[config.mk]
export PLATFORM = sky130hd
export DESIGN_NAME = btbsal_ctrl
export DESIGN_NICKNAME = d
export VERILOG_FILES = /design/src/rtl/btbsal_pkg.sv /design/src/rtl/btbsal_ctrl.sv
export SDC_FILE = /design/constraint.sdc
export NUM_CORES = 1
export LEC_CHECK = 0
export BUFFER_PORTS_ARGS = -buffer_cell sky130_fd_sc_hd__buf_2
export CAP_MARGIN = 20
export CELL_PAD_IN_SITES_DETAIL_PLACEMENT = 1
export CELL_PAD_IN_SITES_GLOBAL_PLACEMENT = 2
export CORE_AREA = 2 2 39 41
export CTS_CLUSTER_SIZE = 24
export DETAILED_ROUTE_END_ITERATION = 12
export DIE_AREA = 0 0 41 43
export PLACE_DENSITY = 0.4
export RECOVER_POWER = 100
export SLEW_MARGIN = 20
export SYNTH_ARGS = -nofsm -noshare
export SYNTH_HDL_FRONTEND = slang
export SYNTH_SLANG_ARGS = --single-unit
[constraint.sdc]
create_clock -name aclk -period 2.1 [get_ports aclk]
set_clock_uncertainty 0.2 [all_clocks]
set_input_delay 0.21 -clock aclk [delete_from_list [all_inputs] [get_ports aclk]]
set_output_delay 0.21 -clock aclk [all_outputs]
set_load 0.03 [all_outputs]
[src/rtl/btbsal_pkg.sv]
// Shared types and constants for the set-associative BTB lookup block.
// Used by the controller, the datapath and the top level.
`default_nettype none

package btbsal_pkg;

    // Byte-offset bits dropped from the branch PC
    localparam int PC_LOW_BITS = 2;

    // Rank given to the most recently used way
    localparam int RANK_MRU = 1;

    // Commands from controller to datapath
    typedef struct packed {
        logic capture;     // take a request: latch set/tag, issue set read
        logic clear_step;  // write one zeroed row of the clearing pass
        logic commit;      // write back updated set, load result register
    } btbsal_cmd_t;

    // Status from datapath to controller
    typedef struct packed {
        logic clear_last;  // clearing pass is at its last row
        logic out_stall;   // result register full and not being taken
    } btbsal_stat_t;

endpackage

`default_nettype wire

[src/rtl/btbsal_ctrl.sv]
// Controller state machine for the BTB lookup: clearing pass, idle, lookup.
// Depends on btbsal_pkg for the command and status structs.
`default_nettype none

module btbsal_ctrl
    import btbsal_pkg::*;
(
    input  wire logic         aclk,
    input  wire logic         aresetn,
    input  wire logic         s_valid,
    output logic              s_ready,
    input  wire btbsal_stat_t stat,
    output btbsal_cmd_t       cmd
);

    localparam logic [1:0] ST_CLEAR  = 2'd0;
    localparam logic [1:0] ST_IDLE   = 2'd1;
    localparam logic [1:0] ST_LOOKUP = 2'd2;

    logic [1:0] state_reg;
    logic [1:0] state_next;

    // next state and commands
    always_comb begin
        state_next     = state_reg;
        s_ready        = 1'b0;
        cmd.capture    = 1'b0;
        cmd.clear_step = 1'b0;
        cmd.commit     = 1'b0;
        unique case (state_reg)
            ST_CLEAR: begin
                cmd.clear_step = 1'b1;
                if (stat.clear_last) begin
                    state_next = ST_IDLE;
                end
            end
            ST_IDLE: begin
                s_ready     = 1'b1;
                cmd.capture = s_valid;
                if (s_valid) begin
                    state_next = ST_LOOKUP;
                end
            end
            ST_LOOKUP: begin
                // wait here while the previous result is still held
                if (!stat.out_stall) begin
                    cmd.commit = 1'b1;
                    state_next = ST_IDLE;
                end
            end
            default: begin
                state_next = ST_CLEAR;
            end
        endcase
    end

    always_ff @(posedge aclk) begin
        if (!aresetn) begin
            state_reg <= ST_CLEAR;
        end else begin
            state_reg <= state_next;
        end
    end

endmodule

`default_nettype wire

==> results.md, run 1 <==
- The run finished with clean final reports.
- After synthesis, the cell types taking the most area are dfxtp_1 (36%), nor2b_1 (17%), nand3b_1 (13%), o311a_1 (9.0%), a21boi_1 (6.7%).
- The synthesized flop and latch total is 2.
- After clock tree synthesis, the flow added hold-fix buffers numbering 0.
- In the routed layout, each cell is associated on average with a via count of between 3 and 4.
- The maximum clock frequency is around 0.63 GHz.
- For this design the total switching power over the nets is ~45 uW.
- The largest net degree at the start of global routing is 9.
- The analysis attributes to cell leakage a power of 0.00008096 uW.
- The CTS clock-pin slew for the worst setup and hold paths is roughly 30 ps.
- The maximum count of clock buffers along a single path is 2.
- Of the total power, the share spent switching nets is 0.2822.
- In this run the cell area of the synthesized design comes to roughly 110 um^2.
- The worst hold path begins at aresetn.
- The first global-routing pass estimated 593 um of wire.
- The mean routed wirelength per cell is about 8.3 um.
- The number of vias after detailed routing is 134.
- The detailed router used layers up to and including met3.
- On the worst path, the slowest cell contributes a delay of around 410 ps.
- Of the available clock period, the critical path in the final layout requires 0.7605.
- The number of DRC violations after detailed routing is 0.
- The TritonCTS clock tree is yes.
- After clock tree synthesis, the setup repair step added 0 buffers.
- The final antenna diode count is 0.
- For this design the top-level I/O count stands at 9.
- The total wirelength of the detailed-routed design is 332 um.
- The timing startpoint of the critical path is state_reg[1]$_SDFFE_PN0P_.
- The path depth of the worst reg2reg path is 2.
- The total power density per cell area is 850.4 nW/um^2.
- The min-delay analysis places its worst path in the category primary input to register.
- In the synthesized netlist the dominant register cell turns out to be dfxtp_1.
- The core region area is between 1000 and 1500 um^2.
- After synthesis, the share of flip-flops with an asynchronous set or reset is 0.
- The floorplan step set the die width to 41 um.
- The most frequently used cell type in the post-synthesis netlist is nor2b_1.
- The number of buffers added by the clock tree synthesis step is 3.
- The worst hold margin is approximately 50 ps.
- The completed layout was analyzed and its total power is approximately 160 uW.
- The critical path ends at cmd[0].
- The maximum ir drop on the vdd rail is 0.3050 mV.
- The die is around 43 um tall.
- The startpoint type of the worst setup path is a register.
- Data on the critical path is required at its endpoint by 1690 ps.
- The weighted congestion at the end of routability-driven global placement is between 0.5 and 0.6.
- The residual overflow from global routing is 0.
- The minimum setup slack among reg-to-reg paths is around 950 ps.
- The total die area is 1763 um^2.
- The signal on the critical path passes through nor3b_1 -> clkbuf_1.
- The number of different library cells used by synthesis comes to 9.
- Buffers placed on the I/O ports in this run total 8.
- Registers take around 40 um^2.
- Row generation in the floorplan step produced 14 rows.
- The critical-path cell with the highest stage delay is dfxtp_1.
- In the final layout, the multi-input gates occupy between 60 and 70 um^2.
- The post-synthesis net count is 18.
- The synthesized area per cell is roughly 8.6 um^2.
- The tree is rooted in a clkbuf_4.
- For this block, wires on met1 add up to between 150 and 200 um.
- The origin of the critical flop-to-flop path is state_reg[0]$_SDFFE_PN0P_.
- The area growth from synthesis to layout is 69.66%.
- Across every metal layer, demand over resource in global routing totals 0.05411.
- The first detailed-routing pass took 4 iterations.
- The remaining antenna violation count after routing is 0.
- The share of synthesized area in the top cell type comes to 0.3596.
- The slew at the pin with the worst max-slew slack is 373.1 ps.
- The internal power of the cells totals between 100 and 150 uW.
- STA classifies the critical path endpoint as an output pin.
- After routing, the total negative slack on setup checks comes to 0 ps.
- Setup repair after global routing left no endpoint under its margin.
- The type of the worst setup path is register to output pin.
- The endpoint arrival time on the critical path is about 1200 ps.
- Once the clock tree was built, the resizer swapped 0 gates to a different size.
- The count of final max-slew check failures came to 0.
- The instance count of the mapped netlist is 13.
- The number of max-cap violations is 0.
- The initial utilization of the core area, before any placement, comes to 0.08047.
- The register with the most flip-flops in the layout has 2 of them.
- The final hold violation count is 0.
- For this run, the register share of the synthesized area comes to 0.3596.
- Of the total power, combinational logic draws 0.194.
- The number of synthesized flops with an enable pin is 0.
- Detailed routing placed a total of between 50 and 60 um of wire on met3.
- The layout has approximately 170 filler cells.
- At the later pin of the worst-skew pair, clock insertion delay measures 220 ps.
- The number of antenna violations at the first check in global routing is 0.
- The worst-case headroom to the max-slew limit is 0.7523.
- The number of DRC markers in iteration 0 is 1.
- The routed design could run at a clock period as short as around 1600 ps.
- The biggest area contributor in the post-synthesis netlist is dfxtp_1.
- The commonest cells after synthesis are nor2b_1 (3), dfxtp_1 (2), nand3b_1 (2).
- Summed over all nets, wire length on met2 after detailed routing comes to roughly 120 um.
- The total clock sinks is 2.
- The capturing point of the worst reg2reg path is state_reg[0]$_SDFFE_PN0P_.
- The fraction of layout instances using a drive strength above 1 is 0.2917.
- Setup violations remaining at the end of the flow were counted as 0.
- The highest net fanout along the worst path is 7.
- The share of total power dissipated in sequential elements is 0.286.
- CTS built an H-tree with a depth of 1.
- The via count of the first global-routing pass is about 150.
- For this run, the number of Yosys warnings is 0.
- The number of nets in the layout is 31.
- Of the total power, the clock network draws 0.520.
==> worst max-delay path, delay by kind of cell (launching register included) <==
family | cells | cell delay (ps)
flops | 1 | 410
buf+inv | 1 | 330
simple gates | 1 | 220
==> cell type report <==
type / count / share of cell area
multi-input combinational: 10 / 0.3576
sequential: 2 / 0.2119
timing repair buffer: 8 / 0.1854
clock buffer: 3 / 0.1192
tap: 16 / 0.1060
inverter: 1 / 0.01987
==> power groups by stage <==
stage,Combinational [uW],Clock (uW),Sequential [uW]
after floorplan,21.9,0,45.0
after global placement,33.1,0,46.6
after detailed placement,33.4,0,46.5
after CTS,33.4,89.3,45.9
after global routing,33.7,92.5,47.2
final,31.2,83.6,45.9
==> per-stage QoR <==
step / worst slack, ps / utilization / instance area, um^2 / cells
after floorplan: 555.8 / - / 111.4 / 13
after global placement: 875.3 / 0.1239 / 171.4 / 37
after detailed placement: 854.4 / 0.1239 / 171.4 / 37
after CTS: 603.8 / 0.1401 / 193.9 / 40
after global routing: 372.8 / 0.1365 / 188.9 / 40
final: 503.0 / 0.1365 / 188.9 / 40
==> layer usage <==
metal	GRT usage	vias up
li1	-	70
met1	0.05751	57
met2	0.06250	7
met3	0.05236	0
met4	0.04000	0
met5	0	-
==> cell usage in the layout (no fill, tap or decap), drive strengths merged <==
cell type,netlist,routed
clkbuf,0,7
buf,0,4
nor2b,3,3
nand3b,2,2
dfxtp,2,2
nor2,1,1
inv,1,1
nor3b,1,1
o21ai,1,1
o311a,1,1
a21boi,1,1
==> cells by family after synthesis <==
logic type	Yosys count	synth area share
compound gates	3	0.2022
buf+inv	1	0.03368
flops	2	0.3596
simple gates	7	0.4045
==> how the worst min path moves through the flow <==
| stage | end | cells past startpoint |
|---|---|---|
| after floorplan | state_reg[0]$_SDFFE_PN0P_ | 1 |
| after global placement | state_reg[0]$_SDFFE_PN0P_ | 2 |
| after detailed placement | state_reg[0]$_SDFFE_PN0P_ | 2 |
| after CTS | state_reg[0]$_SDFFE_PN0P_ | 2 |
| after global routing | state_reg[0]$_SDFFE_PN0P_ | 2 |
| final | state_reg[0]$_SDFFE_PN0P_ | 2 |
Power figures use the tool's default switching activity.
==> run 2: changes to the inputs <==
--- a/config.mk
+++ b/config.mk
@@ -13,7 +13,7 @@
 export CTS_CLUSTER_SIZE = 24
 export DETAILED_ROUTE_END_ITERATION = 12
 export DIE_AREA = 0 0 41 43
-export PLACE_DENSITY = 0.4
+export PLACE_DENSITY = 0.41
 export RECOVER_POWER = 100
 export SLEW_MARGIN = 20
 export SYNTH_ARGS = -nofsm -noshare
==> constraint.sdc (replaced) <==
create_clock -name aclk -period 1.4 [get_ports aclk]
set_clock_uncertainty 0.2 [all_clocks]
set_input_delay 0.14 -clock aclk [delete_from_list [all_inputs] [get_ports aclk]]
set_output_delay 0.14 -clock aclk [all_outputs]
set_load 0.03 [all_outputs]
==> run 2 against run 1 <==
Compared with the run above: combinational power grew 65%; via count grew 3.7%; hold slack lost 23 ps; final cell count rose by 2.5%; largest cell class unchanged; clock power up 50%; total power increased by 53%; highest routed layer unchanged; routed wire length decreased by 4.8%; sequential power increased by 52%.
==> results.md, run 2 (synthesis results as in run 1) <==
- The run finished with clean final reports.
- The number of non-filler instances in the completed layout was 41 (+2.5%).
- The net switching power figure is 67.58 uW (+49%).
- The mean number of vias per cell was 3.390 (+1.2%).
- The startpoint type of the worst setup path is a register.
- The capturing point of the worst reg2reg path is state_reg[0]$_SDFFE_PN0P_.
- The worst hold path stage count is 3 (+1).
- The largest net degree at the start of global routing is 9 (unchanged).
- The worst hold path terminates at state_reg[1]$_SDFFE_PN0P_.
- The number of DRC markers in iteration 0 was 0 (-1).
- The final hold violation count is 0 (unchanged).
- The number of H-tree levels is 1 (unchanged).
- The internal cell power is 178.2 uW (+55%).
- The number of nets in the layout is 32 (+3.2%).
- The global-route wire length before repair is 510 um (-14%).
- The number of max-cap violations is 0 (unchanged).
- The clock latency at the later pin of the worst-skew pair is 220 ps (about the same).
- The leakage dissipation came to 0.00009995 uW (+23%).
- The final instance area is 210.2 um^2 (+11%).
- The remaining antenna violation count after routing is 0 (unchanged).
- The clock network fraction of design power was 0.507 (-0.013).
- The total power density per cell area was 1169 nW/um^2 (+38%).
- The post-placement cell area is 176.4 um^2 (+2.9%).
- The global-route usage over all layers is 0.05005 (-0.004058).
- The total clock sinks is 2 (unchanged).
- The number of cells after detailed placement is 37 (unchanged).
- The maximum count of clock buffers along a single path was 2 (unchanged).
- The sequential group share of total power was 0.284 (-0.002).
- The share of power burned in combinational logic is 0.209 (+0.015).
- The path depth of the worst reg2reg path is 2 (unchanged).
- The maximum ir drop on the vdd rail is 0.2036 mV (-33%).
- The worst hold path begins at stat[0].
- The total die area was 1763 um^2 (unchanged).
- The floorplan row count is 14 (unchanged).
- Clock tree synthesis selected as its root buffer the cell clkbuf_4.
- The post-route setup TNS was 0 ps (unchanged).
- The smallest clock period supported by the final layout is computed as about 1300 ps.
- The final critical-path share of the clock period is 0.9414.
- The fraction of layout instances using a drive strength above 1 is 0.5200 (+0.2283).
- The total iterations of the first detailed-routing run was 1 (-3).
- The CTS clock-pin slew for the worst setup and hold paths came to 30 ps (about the same).
- The core region area is 1384 um^2 (unchanged).
- The number of port buffers is 8 (unchanged).
- The number of setup violations in the final report came to 0 (unchanged).
- The final antenna diode count is 0 (unchanged).
- The critical path goes through nand3b_1 -> inv_1 -> buf_2.
- The class of the tightest hold or removal check is primary input to register.
- The endpoint arrival time on the critical path is 980 ps (-210 ps).
- The worst setup path is captured at an output pin.
- The highest net fanout along the worst path is 7 (unchanged).
- The commonest non-fill, non-tap cell in the layout is buf_2.
- The count of final max-slew check failures is 0 (unchanged).
- The minimum setup slack among reg-to-reg paths is 290 ps (-660 ps).
- The number of vias after detailed routing came to 139 (+3.7%).
- The die height came to 43 um (unchanged).
- The maximum single-stage delay on the critical path is 330 ps (-80 ps).
- The residual overflow from global routing was 0 (unchanged).
- The horizontal extent of the die is 41 um (unchanged).
- The number of DRC violations after detailed routing is 0 (unchanged).
- Static timing analysis puts the maximum clock frequency at between 0.7 and 0.8 GHz.
- Setup repair after global routing left no endpoint under its margin.
- The area growth from synthesis to layout is 88.76%.
- The top cell types in the final layout, fill and taps aside, are buf_2 (5), nor2b_1 (3), clkbuf_4 (3).
- The share of total power consumed by net switching is 0.2749 (-0.007236).
- The starting utilization of the core area is 0.08047 (unchanged).
- The share of the core filled with cells is 0.1519 (+0.01537).
- The worst slack at placement came to 241.2 ps (-613.3 ps).
- The number of filler instances in the final layout is 170 (-2.3%).
- The origin of the critical flop-to-flop path is state_reg[0]$_SDFFE_PN0P_.
- The number of flip-flops under the largest register name is 2 (unchanged).
- TritonCTS built the clock tree.
- The number of antenna violations at the first check in global routing is 0 (unchanged).
- The slowest stage of the critical path is the dfxtp_2 cell.
- The number of placed I/O pins was 9 (unchanged).
- The mean routed wirelength per cell is 7.707 um (-7.1%).
- The worst setup path is of the register to output pin kind.
- The slew at the pin with the worst max-slew slack is 172.9 ps (-200.2 ps).
- The data required time at the worst endpoint is 1060 ps (-630 ps).
- The number of buffers added by the clock tree synthesis step is 3 (unchanged).
- The total wirelength of the detailed-routed design is 316 um (-4.8%).
- The final worst setup slack is 82.10 ps (-420.9 ps).
- The weighted congestion at the end of routability-driven global placement is 0.5949 (+0.64%).
- The worst-case headroom to the max-slew limit was 0.8852 (+0.1329).
- The via count of the first global-routing pass is 137 (-6.8%).
run 2: cell type report:
cell class | count | area (um^2) | area share
clock buffers | 3 | 22.52 | 0.1071
multi-input cells | 10 | 72.57 | 0.3452
well taps | 16 | 20.02 | 0.09524
repair buffers | 9 | 48.80 | 0.2321
inverters | 1 | 3.754 | 0.01786
flip-flops and latches | 2 | 42.54 | 0.2024
run 2: repair_timing:
action                                  in CTS  in global routing
hold endpoints to repair                     2                  0
gates resized for setup                      0                  2
hold buffers                                 1                  0
endpoints found under the setup margin       0                  3
buffers inserted                             0                  0
run 2: routing by layer:
metal / global-route usage / wire [um] / up-vias
met1: 0.05732 / 139 / 61
met5: 0 / 0 / -
met2: 0.04375 / 130 / 7
met3: 0.03141 / 46 / 0
met4: 0.08000 / 0 / 0
li1: - / - / 71
run 2: through the flow:
step / total power [uW] / hold WS, ps
after detailed placement: 120.1 / 199.9
after global placement: 120.0 / 195.9
final: 245.8 / 26.85
after global routing: 269.3 / 27.12
after floorplan: 101.2 / 71.25
after CTS: 255.5 / 26.23
run 2: worst max-delay path, delay by kind of cell, from the launching register on:
family | cells | cell delay, ps
flip-flops | 1 | 330
buffers and inverters | 2 | 240
AND/OR/NAND/NOR | 1 | 180
run 2: power by group through the flow:
stage / combinational [uW] / clock, uW / sequential, uW
finish: 51.4 / 125 / 69.7
global route: 55.9 / 142 / 71.3
CTS: 52.6 / 134 / 68.8
detailed placement: 50.5 / 0 / 69.6
global placement: 50.4 / 0 / 69.6
floorplan: 33.2 / 0 / 68.0
run 2: how the worst max path moves through the flow:
stage,startpoint,endpoint,slack [ps]
after floorplan,state_reg[0]$_SDFFE_PN0P_,s_ready,170
after detailed placement,state_reg[0]$_SDFFE_PN0P_,cmd[2],240
after global placement,state_reg[1]$_SDFFE_PN0P_,cmd[0],260
after CTS,state_reg[0]$_SDFFE_PN0P_,cmd[2],2
after global routing,state_reg[1]$_SDFFE_PN0P_,cmd[2],2
final,state_reg[1]$_SDFFE_PN0P_,cmd[2],80
==> run 3: changes to the inputs <==
--- a/config.mk
+++ b/config.mk
@@ -13,8 +13,9 @@
 export CTS_CLUSTER_SIZE = 24
 export DETAILED_ROUTE_END_ITERATION = 12
 export DIE_AREA = 0 0 41 43
-export PLACE_DENSITY = 0.41
+export PLACE_DENSITY_LB_ADDON = 0.12
 export RECOVER_POWER = 100
+export REMOVE_ABC_BUFFERS = 1
 export SLEW_MARGIN = 20
 export SYNTH_ARGS = -nofsm -noshare
 export SYNTH_HDL_FRONTEND = slang
==> run 3 against run 2 <==
Compared with the run above: die area unchanged; flip-flop and latch count did not move; critical path depth did not move; critical path type unchanged; critical endpoint unchanged; highest routed layer unchanged.
==> results.md, run 3 (synthesis results as in run 1) <==
- The mean routed wirelength per cell is 9.341 um (+21%).
- The floorplan row count is 14 (unchanged).
- The horizontal extent of the die is 41 um (unchanged).
- The starting utilization of the core area is 0.08047 (unchanged).
- The run finished with clean final reports.
- The data required time at the worst endpoint came to 1060 ps (about the same).
- The number of setup violations in the final report came to 0 (unchanged).
- The root buffer selected by CTS is clkbuf_4.
- The slew at the pin with the worst max-slew slack is 165.4 ps (-7.487 ps).
- The weighted congestion at the end of routability-driven global placement was 0.6228 (+4.7%).
- The highest net fanout along the worst path came to 7 (unchanged).
- The CTS clock-pin slew for the worst setup and hold paths is 30 ps (about the same).
- The final critical-path share of the clock period is 0.9368 (-0.004545).
- The class of the tightest hold or removal check is primary input to register.
- The number of max-cap violations is 0 (unchanged).
- The maximum clock frequency is 0.7625 GHz (+0.49%).
- The number of H-tree levels came to 1 (unchanged).
- The total die area is 1763 um^2 (unchanged).
- The maximum count of clock buffers along a single path is 2 (unchanged).
- The number of buffers added by the clock tree synthesis step is 3 (unchanged).
- In the layout the commonest cells are clkbuf_4 (4), buf_2 (4), nor2b_1 (3).
- The number of DRC violations after detailed routing is 0 (unchanged).
- The overall power after layout is 249.1 uW (+1.4%).
- The remaining antenna violation count after routing came to 0 (unchanged).
- The number of antenna violations at the first check in global routing is 0 (unchanged).
- The number of vias after detailed routing is 139 (unchanged).
- The via count of the first global-routing pass was 158 (+15%).
- The total clock sinks is 2 (unchanged).
- The number of flip-flops under the largest register name is 2 (unchanged).
- The number of filler instances in the final layout was 173 (+1.8%).
- The final worst setup slack came to 88.47 ps (+6.363 ps).
- The maximum ir drop on the vdd rail came to 0.3167 mV (+56%).
- The total power density per cell area was 1151 nW/um^2 (-1.6%).
- The half-perimeter wire length after placement is 261.7 um.
- The leakage dissipation was 0.0001016 uW (+1.7%).
- The number of DRC markers in iteration 0 is 2 (+2).
- The fraction of layout instances using a drive strength above 1 was 0.5600 (+0.04000).
- The final antenna diode count was 0 (unchanged).
- The post-placement cell area came to 171.4 um^2 (-2.8%).
- The worst-case headroom to the max-slew limit is 0.8885 (+0.003336).
- The total wirelength of the detailed-routed design came to 383 um (+21%).
- The core region area came to 1384 um^2 (unchanged).
- The number of nets in the layout came to 32 (unchanged).
- The residual overflow from global routing is 0 (unchanged).
- The total iterations of the first detailed-routing run is 2 (+1).
- The die height is 43 um (unchanged).
- Setup repair after global routing left no endpoint under its margin.
- The final hold violation count is 0 (unchanged).
- The clock latency at the later pin of the worst-skew pair is 220 ps (about the same).
- The endpoint class of the critical path is an output pin.
- The number of placed I/O pins is 9 (unchanged).
- The area growth from synthesis to layout is 94.38%.
- The global-route usage over all layers is 0.05906 (+0.009009).
- The largest net degree at the start of global routing was 9 (unchanged).
- The mean number of vias per cell is 3.390 (unchanged).
- The met1 capacity usage during global routing was 0.06051 (+0.003185).
- The minimum clock period after layout was 1312 ps (-6.363 ps).
- The endpoint arrival time on the critical path is 970 ps (about the same).
- The minimum setup slack among reg-to-reg paths was 280 ps (about the same).
- The worst hold margin is 31.64 ps (+4.788 ps).
- The global-route wire length before repair is 634 um (+24%).
- The number of port buffers came to 8 (unchanged).
- The met2 routing resource usage after global routing is 0.07813 (+0.03438).
- The TritonCTS clock tree is yes.
- The busiest layer in global routing is met2.
- The setup path with the least slack is of type register to output pin.
- The startpoint type of the worst setup path is a register.
- The post-CTS repair timing setup buffer count is 0 (unchanged).
- The fraction of met3 tracks used by global routing was 0.03141 (unchanged).
- The final instance area is 216.5 um^2 (+3.0%).
- The count of final max-slew check failures is 0 (unchanged).
- The worst slack at placement is 212.6 ps (-28.52 ps).
run 3: cell count changes in the layout (fill, tap and decap cells not counted):
| cell | before | now |
|---|---|---|
| clkbuf_1 | 1 | 0 |
| buf_4 | 0 | 1 |
| a21boi_1 | 1 | 0 |
| clkbuf_4 | 3 | 4 |
| a21boi_0 | 0 | 1 |
| buf_2 | 5 | 4 |
run 3: per-layer routing:
metal | share of wire | vias up
li1 | - | 71
met1 | 0.42 | 64
met2 | 0.51 | 4
met3 | 0.070 | 0
met4 | 0 | 0
met5 | 0 | -
run 3: area by class of cell:
type,instances,area (um^2),share of cell area
timing repair buffer,9,55.05,0.2543
multi-input combinational,10,72.57,0.3353
sequential,2,42.54,0.1965
inverter,1,3.754,0.01734
clock buffer,3,22.52,0.1040
tap,16,20.02,0.09249
run 3: power breakdown:
group	switching [uW]	internal, uW	total, uW
logic	30.5	22.5	53.0
registers	7.73	62.8	70.5
clock network	31.1	94.5	126
total	69.4	180	249
run 3: timing repair:
item / in CTS / in global routing
gates resized for setup: 3 / 2
hold buffers: 1 / 0
gates cloned: 0 / 0
hold endpoints to repair: 2 / 0
setup endpoints to repair: 2 / 2
run 3: path summary, 6_finish.rpt:
check	start	to	cells after the start
min reg2reg	state_reg[1]$_SDFFE_PN0P_	state_reg[1]$_SDFFE_PN0P_	2
max	state_reg[1]$_SDFFE_PN0P_	cmd[2]	3
min	stat[0]	state_reg[1]$_SDFFE_PN0P_	3
max reg2reg	state_reg[0]$_SDFFE_PN0P_	state_reg[0]$_SDFFE_PN0P_	2
run 3: metrics by stage:
step | TNS (ps) | utilization | instances
floorplan | -74.23 | - | 13
global placement | 0 | 0.1239 | 37
detailed placement | 0 | 0.1239 | 37
CTS | 0 | 0.1510 | 41
global route | 0 | 0.1564 | 41
finish | 0 | 0.1564 | 41
run 3: critical path: stages (launching register included):
cell,delay [ps]
dfxtp_2,340
nand3b_1,180
inv_1,60
clkbuf_4,170
